$ cat src/sv/isqrt_pkg.sv
// Package for the integer square root pipeline.
// Holds widths, stage counts and the per-stage work record. No dependencies.
`timescale 1ns / 1ps

package isqrt_pkg;

  localparam int OPERAND_WIDTH = 32;
  localparam int ROOT_WIDTH    = OPERAND_WIDTH / 2;

  // Each stage resolves this many root bits.
  localparam int ITERS_PER_STAGE = 4;
  localparam int STAGE_COUNT =
      (OPERAND_WIDTH + 2 * ITERS_PER_STAGE - 1) / (2 * ITERS_PER_STAGE);

  // The operand is zero-extended to a whole number of stages. Leading zero
  // digits only add leading zero root bits, which are dropped at the output.
  localparam int PAD_ROOT  = ITERS_PER_STAGE * STAGE_COUNT;
  localparam int PAD_WIDTH = 2 * PAD_ROOT;
  localparam int REM_WIDTH = PAD_ROOT + 2;

  typedef struct packed {
    logic [PAD_WIDTH-1:0] op;    // operand digits not yet consumed, MSB first
    logic [REM_WIDTH-1:0] rem;   // partial remainder
    logic [PAD_ROOT-1:0]  root;  // root bits found so far
  } isqrt_work_t;

endpackage

$ cat src/sv/isqrt_if.sv
// Handshake channels for the integer square root block.
// Depends on isqrt_pkg for the operand and root widths.
`timescale 1ns / 1ps

interface isqrt_in_if import isqrt_pkg::*; ();
  logic                            valid;
  logic                            ready;
  logic signed [OPERAND_WIDTH-1:0] operand;

  modport source (output valid, output operand, input ready);
  modport sink   (input valid, input operand, output ready);
endinterface

interface isqrt_out_if import isqrt_pkg::*; ();
  logic                  valid;
  logic                  ready;
  logic [ROOT_WIDTH-1:0] root;

  modport source (output valid, output root, input ready);
  modport sink   (input valid, input root, output ready);
endinterface

$ cat src/sv/isqrt_stage.sv
// One pipeline stage of the digit-by-digit square root.
// Resolves ITERS_PER_STAGE root bits and registers the result; uses isqrt_pkg.
`timescale 1ns / 1ps

module isqrt_stage import isqrt_pkg::*; (
  input  logic        clk_i,
  input  logic        rst_ni,
  input  logic        valid_i,
  output logic        ready_o,
  input  isqrt_work_t work_i,
  output logic        valid_o,
  input  logic        ready_i,
  output isqrt_work_t work_o
);

  logic        valid_q;
  isqrt_work_t work_q;
  isqrt_work_t work_d;

  always_comb begin
    logic [REM_WIDTH-1:0] shifted;
    logic [REM_WIDTH-1:0] trial;
    work_d = work_i;
    for (int i = 0; i < ITERS_PER_STAGE; i++) begin
      // Bring down the next two operand bits and try the digit one.
      shifted = {work_d.rem[REM_WIDTH-3:0], work_d.op[PAD_WIDTH-1 -: 2]};
      trial   = {work_d.root, 2'b01};
      work_d.op = {work_d.op[PAD_WIDTH-3:0], 2'b00};
      if (shifted >= trial) begin
        work_d.rem  = shifted - trial;
        work_d.root = {work_d.root[PAD_ROOT-2:0], 1'b1};
      end else begin
        work_d.rem  = shifted;
        work_d.root = {work_d.root[PAD_ROOT-2:0], 1'b0};
      end
    end
  end

  // The stage takes a new item when empty or when its item leaves this cycle.
  assign ready_o = !valid_q || ready_i;

  always_ff @(posedge clk_i or negedge rst_ni) begin
    if (!rst_ni) begin
      valid_q <= 1'b0;
    end else if (ready_o) begin
      valid_q <= valid_i;
    end
  end

  always_ff @(posedge clk_i) begin
    if (ready_o && valid_i) begin
      work_q <= work_d;
    end
  end

  assign valid_o = valid_q;
  assign work_o  = work_q;

endmodule

$ cat src/sv/integer_square_root_top.sv
// Integer square root: STAGE_COUNT pipeline stages (4 at 32 bits), one item per cycle unless the output stalls.
// Each of the four stages resolves four root bits.
// A stalled output holds its item and back-pressure reaches the input in the same cycle.
// Reset (rst_ni, asynchronous, active low) clears only the stage valid bits.
// Depends on isqrt_pkg, isqrt_if and isqrt_stage.
`timescale 1ns / 1ps

module integer_square_root_top import isqrt_pkg::*; (
  input  logic         clk_i,
  input  logic         rst_ni,
  isqrt_in_if.sink     operand_i,
  isqrt_out_if.source  root_o
);

  logic        valid [STAGE_COUNT+1];
  logic        ready [STAGE_COUNT+1];
  isqrt_work_t work  [STAGE_COUNT+1];

  // A negative operand enters as zero, which yields a zero root.
  always_comb begin
    work[0].rem  = '0;
    work[0].root = '0;
    if (operand_i.operand[OPERAND_WIDTH-1]) begin
      work[0].op = '0;
    end else begin
      work[0].op = {{(PAD_WIDTH-OPERAND_WIDTH){1'b0}}, operand_i.operand};
    end
  end

  assign valid[0]        = operand_i.valid;
  assign operand_i.ready = ready[0];

  for (genvar s = 0; s < STAGE_COUNT; s++) begin : g_stage
    isqrt_stage u_stage (
      .clk_i   (clk_i),
      .rst_ni  (rst_ni),
      .valid_i (valid[s]),
      .ready_o (ready[s]),
      .work_i  (work[s]),
      .valid_o (valid[s+1]),
      .ready_i (ready[s+1]),
      .work_o  (work[s+1])
    );
  end

  assign root_o.valid        = valid[STAGE_COUNT];
  assign ready[STAGE_COUNT]  = root_o.ready;
  assign root_o.root         = work[STAGE_COUNT].root[ROOT_WIDTH-1:0];

endmodule

$ cat src/flat_wrapper.sv
// flat-port wrapper written by rule: the top's interface ports become plain ports
module integer_square_root_top_flat import isqrt_pkg::*;
  (clk_i, rst_ni, operand_i_valid, operand_i_operand, operand_i_ready, root_o_valid, root_o_root, root_o_ready);
  isqrt_in_if operand_i_i ();
  isqrt_out_if root_o_i ();
  input  logic clk_i;
  input  logic rst_ni;
  input wire logic [$bits(operand_i_i.valid)-1:0] operand_i_valid;
  input wire logic [$bits(operand_i_i.operand)-1:0] operand_i_operand;
  output wire logic [$bits(operand_i_i.ready)-1:0] operand_i_ready;
  output wire logic [$bits(root_o_i.valid)-1:0] root_o_valid;
  output wire logic [$bits(root_o_i.root)-1:0] root_o_root;
  input wire logic [$bits(root_o_i.ready)-1:0] root_o_ready;
  assign operand_i_i.valid = operand_i_valid;
  assign operand_i_i.operand = operand_i_operand;
  assign operand_i_ready = operand_i_i.ready;
  assign root_o_valid = root_o_i.valid;
  assign root_o_root = root_o_i.root;
  assign root_o_i.ready = root_o_ready;
  integer_square_root_top u_core (.clk_i(clk_i), .rst_ni(rst_ni), .operand_i(operand_i_i), .root_o(root_o_i));
endmodule
$ cat config.mk
export PLATFORM = sky130hd
export DESIGN_NAME = integer_square_root_top_flat
export DESIGN_NICKNAME = d
export VERILOG_FILES = /design/src/sv/isqrt_pkg.sv /design/src/sv/isqrt_if.sv /design/src/sv/isqrt_stage.sv /design/src/sv/integer_square_root_top.sv /design/src/flat_wrapper.sv
export SDC_FILE = /design/constraint.sdc
export NUM_CORES = 1
export LEC_CHECK = 0
export BUFFER_PORTS_ARGS = -buffer_cell sky130_fd_sc_hd__buf_2
export CAP_MARGIN = 0
export CORE_UTILIZATION = 55
export DETAILED_ROUTE_END_ITERATION = 8
export PLACE_DENSITY_LB_ADDON = 0.15
export SYNTH_ARGS = -nofsm -noshare
export SYNTH_HDL_FRONTEND = slang
export SYNTH_SLANG_ARGS = --single-unit
$ cat constraint.sdc
create_clock -name clk_i -period 12 [get_ports clk_i]
set_input_delay 0 -clock clk_i [delete_from_list [all_inputs] [get_ports clk_i]]
set_output_delay 0 -clock clk_i [all_outputs]
set_load 0.02 [all_outputs]
# == Word level (Yosys, flattened, before mapping) ==
# Index checks and enable logic that the tools add are counted.
# Widths: inputs -> output; s select.
# op_classes
muxes,17
n_lt_le_gt_ge,16
n_reduce_logical,12
addsub,15
# ops
cell,count
$mux 32,15
$ge 18x18->1,15
$sub 16x16->16,14
$mux 31,1
$logic_and 1x1->1,4
$logic_not 1->1,4
$logic_or 1x1->1,4
$sub 1x1->2 const B,1
$ge 1x1->1 const B,1
$mux 1,1
# word_totals
register_bits,164
output_inout_bits,18
word_cells,74

# == Logic depth before layout (Yosys ltp) ==
# depth
word_depth,9
ltp_mapped,54
mapped_depth_nobuf,47

# == Modules after synthesis ==
# A second synthesis with hierarchy kept.
# hier_totals
cells_unflattened,2796
area_unflattened_um2,24697.4
# modules_own_cells
mod,cells_per_inst,instances,area_per_inst_um2
isqrt_stage at u_core.g_stage[1].u_stage ...,686,2,6114.6
isqrt_stage at u_core.g_stage[3].u_stage,699,1,6257.3
isqrt_stage at u_core.g_stage[0].u_stage,690,1,5979.5
integer_square_root_top,35,1,231.5

# == Worst setup path before layout ==
# Ideal clock, no wire load.
# synth_timing
path_kind,register to register
from,"register u_core.g_stage[2].u_stage.work_q, in the netlist u_core.g_stage[2].u_stage.work_o[5]"
to,"register u_core.g_stage[3].u_stage.work_q, in the netlist u_core.g_stage[3].u_stage.work_o[0], data pin"
synth_period_minus_slack_ps,9630
arrival_time_ps,9365
required_ps,11735
setup_time_ps,265
slack_ps,2370
path_stages_with_launch,53
path_cell_list,edfxtp_1 inv_1 ha_1 a21o_1 a21o_1 a21oi_1 nor3b_1 a211o_1 clkbuf_1 nand3_1 inv_1 clkbuf_1 clkbuf_1 nand2_1 o21ai_0 ha_1 a21o_1 a21o_1 [... 17 more ...] a21oi_1 o21ai_0 nand2_1 nand2_1 a21oi_1 o221ai_1 a211oi_1 o311a_1 clkbuf_1 mux2i_1 ha_1 a21o_1 a21o_1 a21oi_1 nor2_1 a211oi_1 nor2_1 or3_1
# synth_lines
element,line_no,text
"start, declared",isqrt_stage.sv:17,isqrt_work_t work_q;
"start signal, assigned",isqrt_stage.sv:52,work_q <= work_d;
"end signal, assigned",isqrt_stage.sv:52,
"end, declared",isqrt_stage.sv:17,

==> impl_summary.txt <==
----------------------------------------------------
[Run status]
  Outcome ... finished, violations left
  Failing checks ... negative hold slack

[CTS]
  Clock latency of the later-clocked register in the worst-skew pair ... 0.44 ns
  Level count of the clock H-tree ... 4
  CTS sink count ... 140
  Buffers from clock root to sink, at most ... 2
  Clock slew at the register clock pins of the worst setup and hold paths ... 0.07 ns
  Clock tree from TritonCTS ... yes
  Number of buffers inserted during clock tree synthesis ... 17
  Clock tree root buffer cell ... clkbuf_16

[Route]
  Number of DRC violations after detailed routing ... 0
  Via density ... approximately 6
  First-pass DRT Iterations ... 5
  Antenna violation net count after detailed routing ... 0
  DR iter-0 viols ... about 1.1k
  Post-DR wirelength/cell ... 18.9 um
  Overall via count from detail_route ... 12.5k
  Final wirelength ... 38.4 mm

[Timing]
  Crit path time final ... ~11 ns
  Part of the cycle the worst path needs ... 94.0%
  Max frequency ... 88.7 MHz
  Max-Slew Margin vs Limit ... 24.9%
  Final setup violation count ... 0
  Hold slack final ... -0.000640 ns
  Worst Skew ... approximately 0.015 ns
  Unrepaired setup endpoints after global routing ... no
  Number of max-slew violations in the final report ... 0
  Number of hold violations in the final report ... 1
  Slew at the pin with the worst max-slew slack ... 1.13 ns
  Total Negative Setup Slacks ... 0 ns

[Yosys]
  Synthesis-stage register bit count ... 140
  Most used standard cells in the synthesized netlist ... ha_1, edfxtp_1, nand2_1
  Top cell type by total area after synthesis ... edfxtp_1
  Post-synthesis instance total ... 1,603
  Number of nets produced by synthesis ... 1,787
  Number of different library cells in the post-synthesis netlist ... 93
  Post-synthesis sequential area ratio ... 29.6%
  Leading post-synthesis cells by cell area ... edfxtp_1, ha_1, xnor2_1
  Avg Inst Size Synth ... 8.81 um2
  Count of flip-flops with a built-in enable after synthesis ... 136
  Fraction of synthesis flops using an asynchronous set or reset pin ... roughly 2.9%
  Main synth FF type ... edfxtp_1
  Total of warnings raised by yosys ... 0
  Share of the synthesized area in the top cell type ... just under 30%
  Most numerous cell in the Yosys netlist ... ha_1
  Cell Area, Synth ... 14,100 um2

[Floorplanning]
  Area of the core region ... 25,200 um2
  Initial core utilization ... between 50% and 60%
  Die height ... 162 um
  Die width ... 162 um
  Top-level I/O count ... 54
  Total die area ... 26,300 um2
  Cell row count ... 58

[Critical path]
  CP Data Arrival Time ... roughly 11 ns
  Worst-case register-to-register setup slack ... 0.73 ns
  Largest incremental delay on the critical path ... roughly 0.67 ns
  Sort of element at the start of the critical path ... flip-flop
  Reg2Reg Depth ... 37
  Largest driver fanout on the critical path ... 21
  Crit path capture type ... flip-flop
  CP max-delay cell ... nor3_1
  Setup Crit Path Kind ... flip-flop to flip-flop
  Critical path required time ... ~12 ns

[Cells and area]
  Share of final-layout standard cells stronger than drive strength 1 ... 9.96%
  Final antenna diode count ... 0
  Fill cell count ... between 2k and 2.5k
  Layout Nets ... between 1.5k and 2k
  Non-filler cells, final ... ~2.0k
  Layout Area Growth over Synthesis ... 11.1%
  Final core utilization ... 62.3%

[Power]
  P_sw ... 0.00200 W
  Seq pwr share ... 18.6%
  Leakage component of the power ... 6.74 nW
  Part of the total power dissipated in combinational logic ... around two thirds
  Sw Ratio ... 48.2%
  Total internal power ... around 0.0022 W
  Worst-case vdd ir drop ... 0.135 mV
  Relative contribution of the clock network to total power ... 13.2%
  P per Cell Area ... 265 nW/um2

[Flow run]
  Number of maximum-capacitance constraint violations ... 0

[GRT]
  Global-route usage over all layers ... 29.4%
  Initial antenna violation count ... 0
  Via count of the first global-routing pass ... 11.5k
  Maximum number of pins on one net before global-route repair ... 45
  Total overflow reported by the global router ... 0
  Global-route wire length before repair ... between 60 and 70 mm

[Placed design]
  Routability congestion estimate ... roughly 0.9
  Estimated wirelength of the detail-placed design ... 29.8 mm
  Cells after DPL ... 1,961
  Count of buffers from port buffering ... 53

[Min path]
  Hold WC Path Type ... input pin to flip-flop
  Number of cells on the worst hold path ... 3

----------------------------------------------------
==> power groups by stage <==
stage / registers, W / logic, W / clock network (W)
final: 0.000772 / 0.00283 / 0.000549
after global routing: 0.000782 / 0.00312 / 0.000576
after CTS: 0.000771 / 0.00277 / 0.000556
after detailed placement: 0.000782 / 0.00275 / 0
after global placement: 0.000781 / 0.00272 / 0
after floorplan: 0.000753 / 0.00217 / 0
==> layer usage <==
metal	vias up	share of wire (%)	GRT usage, %
met1	5827	45	40.5
li1	6150	-	-
met3	63	6.6	4.57
met4	0	2.4	9.56
met5	-	0	0
met2	445	46	47.0
==> registers in the layout (all words and copies together) (netlist names) <==
register and cells:
u_core.g_stage.u_stage.work_o 136, u_core.g_stage.u_stage.valid_o 4
==> placed cells by master, fill, tap and decap left out, types with 42 or more instances in the layout <==
cell / count
a21o_1: 66
a21oi_1: 127
buf_2: 53
edfxtp_1: 136
ha_1: 148
inv_1: 98
nand2_1: 129
nor2_1: 113
nor2b_1: 43
nor3_1: 42
o21ai_0: 92
xnor2_1: 94
==> logic make-up (layout without fill, tap and decap cells) <==
| family | after synthesis | in the layout | synth area share, % |
|---|---|---|---|
| xor+xnor | 130 | 130 | 8.06 |
| fa+ha+maj | 148 | 148 | 13.1 |
| flops | 140 | 140 | 29.6 |
| mux | 46 | 46 | 3.61 |
| buf+inv | 139 | 232 | 3.91 |
| simple gates | 526 | 526 | 19.3 |
| compound gates | 474 | 474 | 22.4 |
==> final cells by class <==
cell class	count	area, um2	share of cell area (%)
Clock inverter	15	194	1.24
Inverter	101	383	2.44
Tap cell	330	413	2.63
Timing Repair Buffer	99	698	4.45
Multi-Input combinational cell	1324	9390	59.9
Clock buffer	17	425	2.71
Sequential cell	140	4180	26.7
==> stage by stage <==
stage / power [W] / worst slack (ns) / area (um2)
3_3_place_gp: 0.00350 / 0.101 / 14700
5_1_grt: 0.00448 / 0.180 / 15700
2_1_floorplan: 0.00292 / 2.37 / 14100
3_5_place_dp: 0.00353 / 0.222 / 14700
6_report: 0.00415 / 0.726 / 15700
4_1_cts: 0.00410 / 0.166 / 15600
==> worst max-delay path, delay by kind of cell, from the launching register on <==
| family | cells | cell delay [ns] |
|---|---|---|
| simple gates | 15 | 4.22 |
| compound gates | 12 | 2.91 |
| fa+ha+maj | 4 | 1.37 |
| mux | 3 | 1.17 |
| buf+inv | 3 | 0.91 |
| flops | 1 | 0.40 |
==> worst paths after layout <==
path / to / start
max: u_core.g_stage[2].u_stage.work_o[25] / u_core.g_stage[1].u_stage.work_o[7]
min: u_core.g_stage[0].u_stage.work_o[3] / operand_i_operand[30]
max reg2reg: u_core.g_stage[2].u_stage.work_o[25] / u_core.g_stage[1].u_stage.work_o[7]
min reg2reg: u_core.g_stage[2].u_stage.work_o[61] / u_core.g_stage[1].u_stage.work_o[53]
max in group asynchronous: u_core.g_stage[0].u_stage.valid_o / rst_ni
min in group asynchronous: u_core.g_stage[3].u_stage.valid_o / rst_ni
==> what timing repair did <==
item | CTS | global route
setup endpoints to repair | 0 | 15
buffers inserted | 0 | 3
endpoints found under the hold margin | 32 | 0
gates resized for setup | 0 | 1
hold buffers | 30 | 0
No activity file was read; power rests on OpenSTA's default activity.
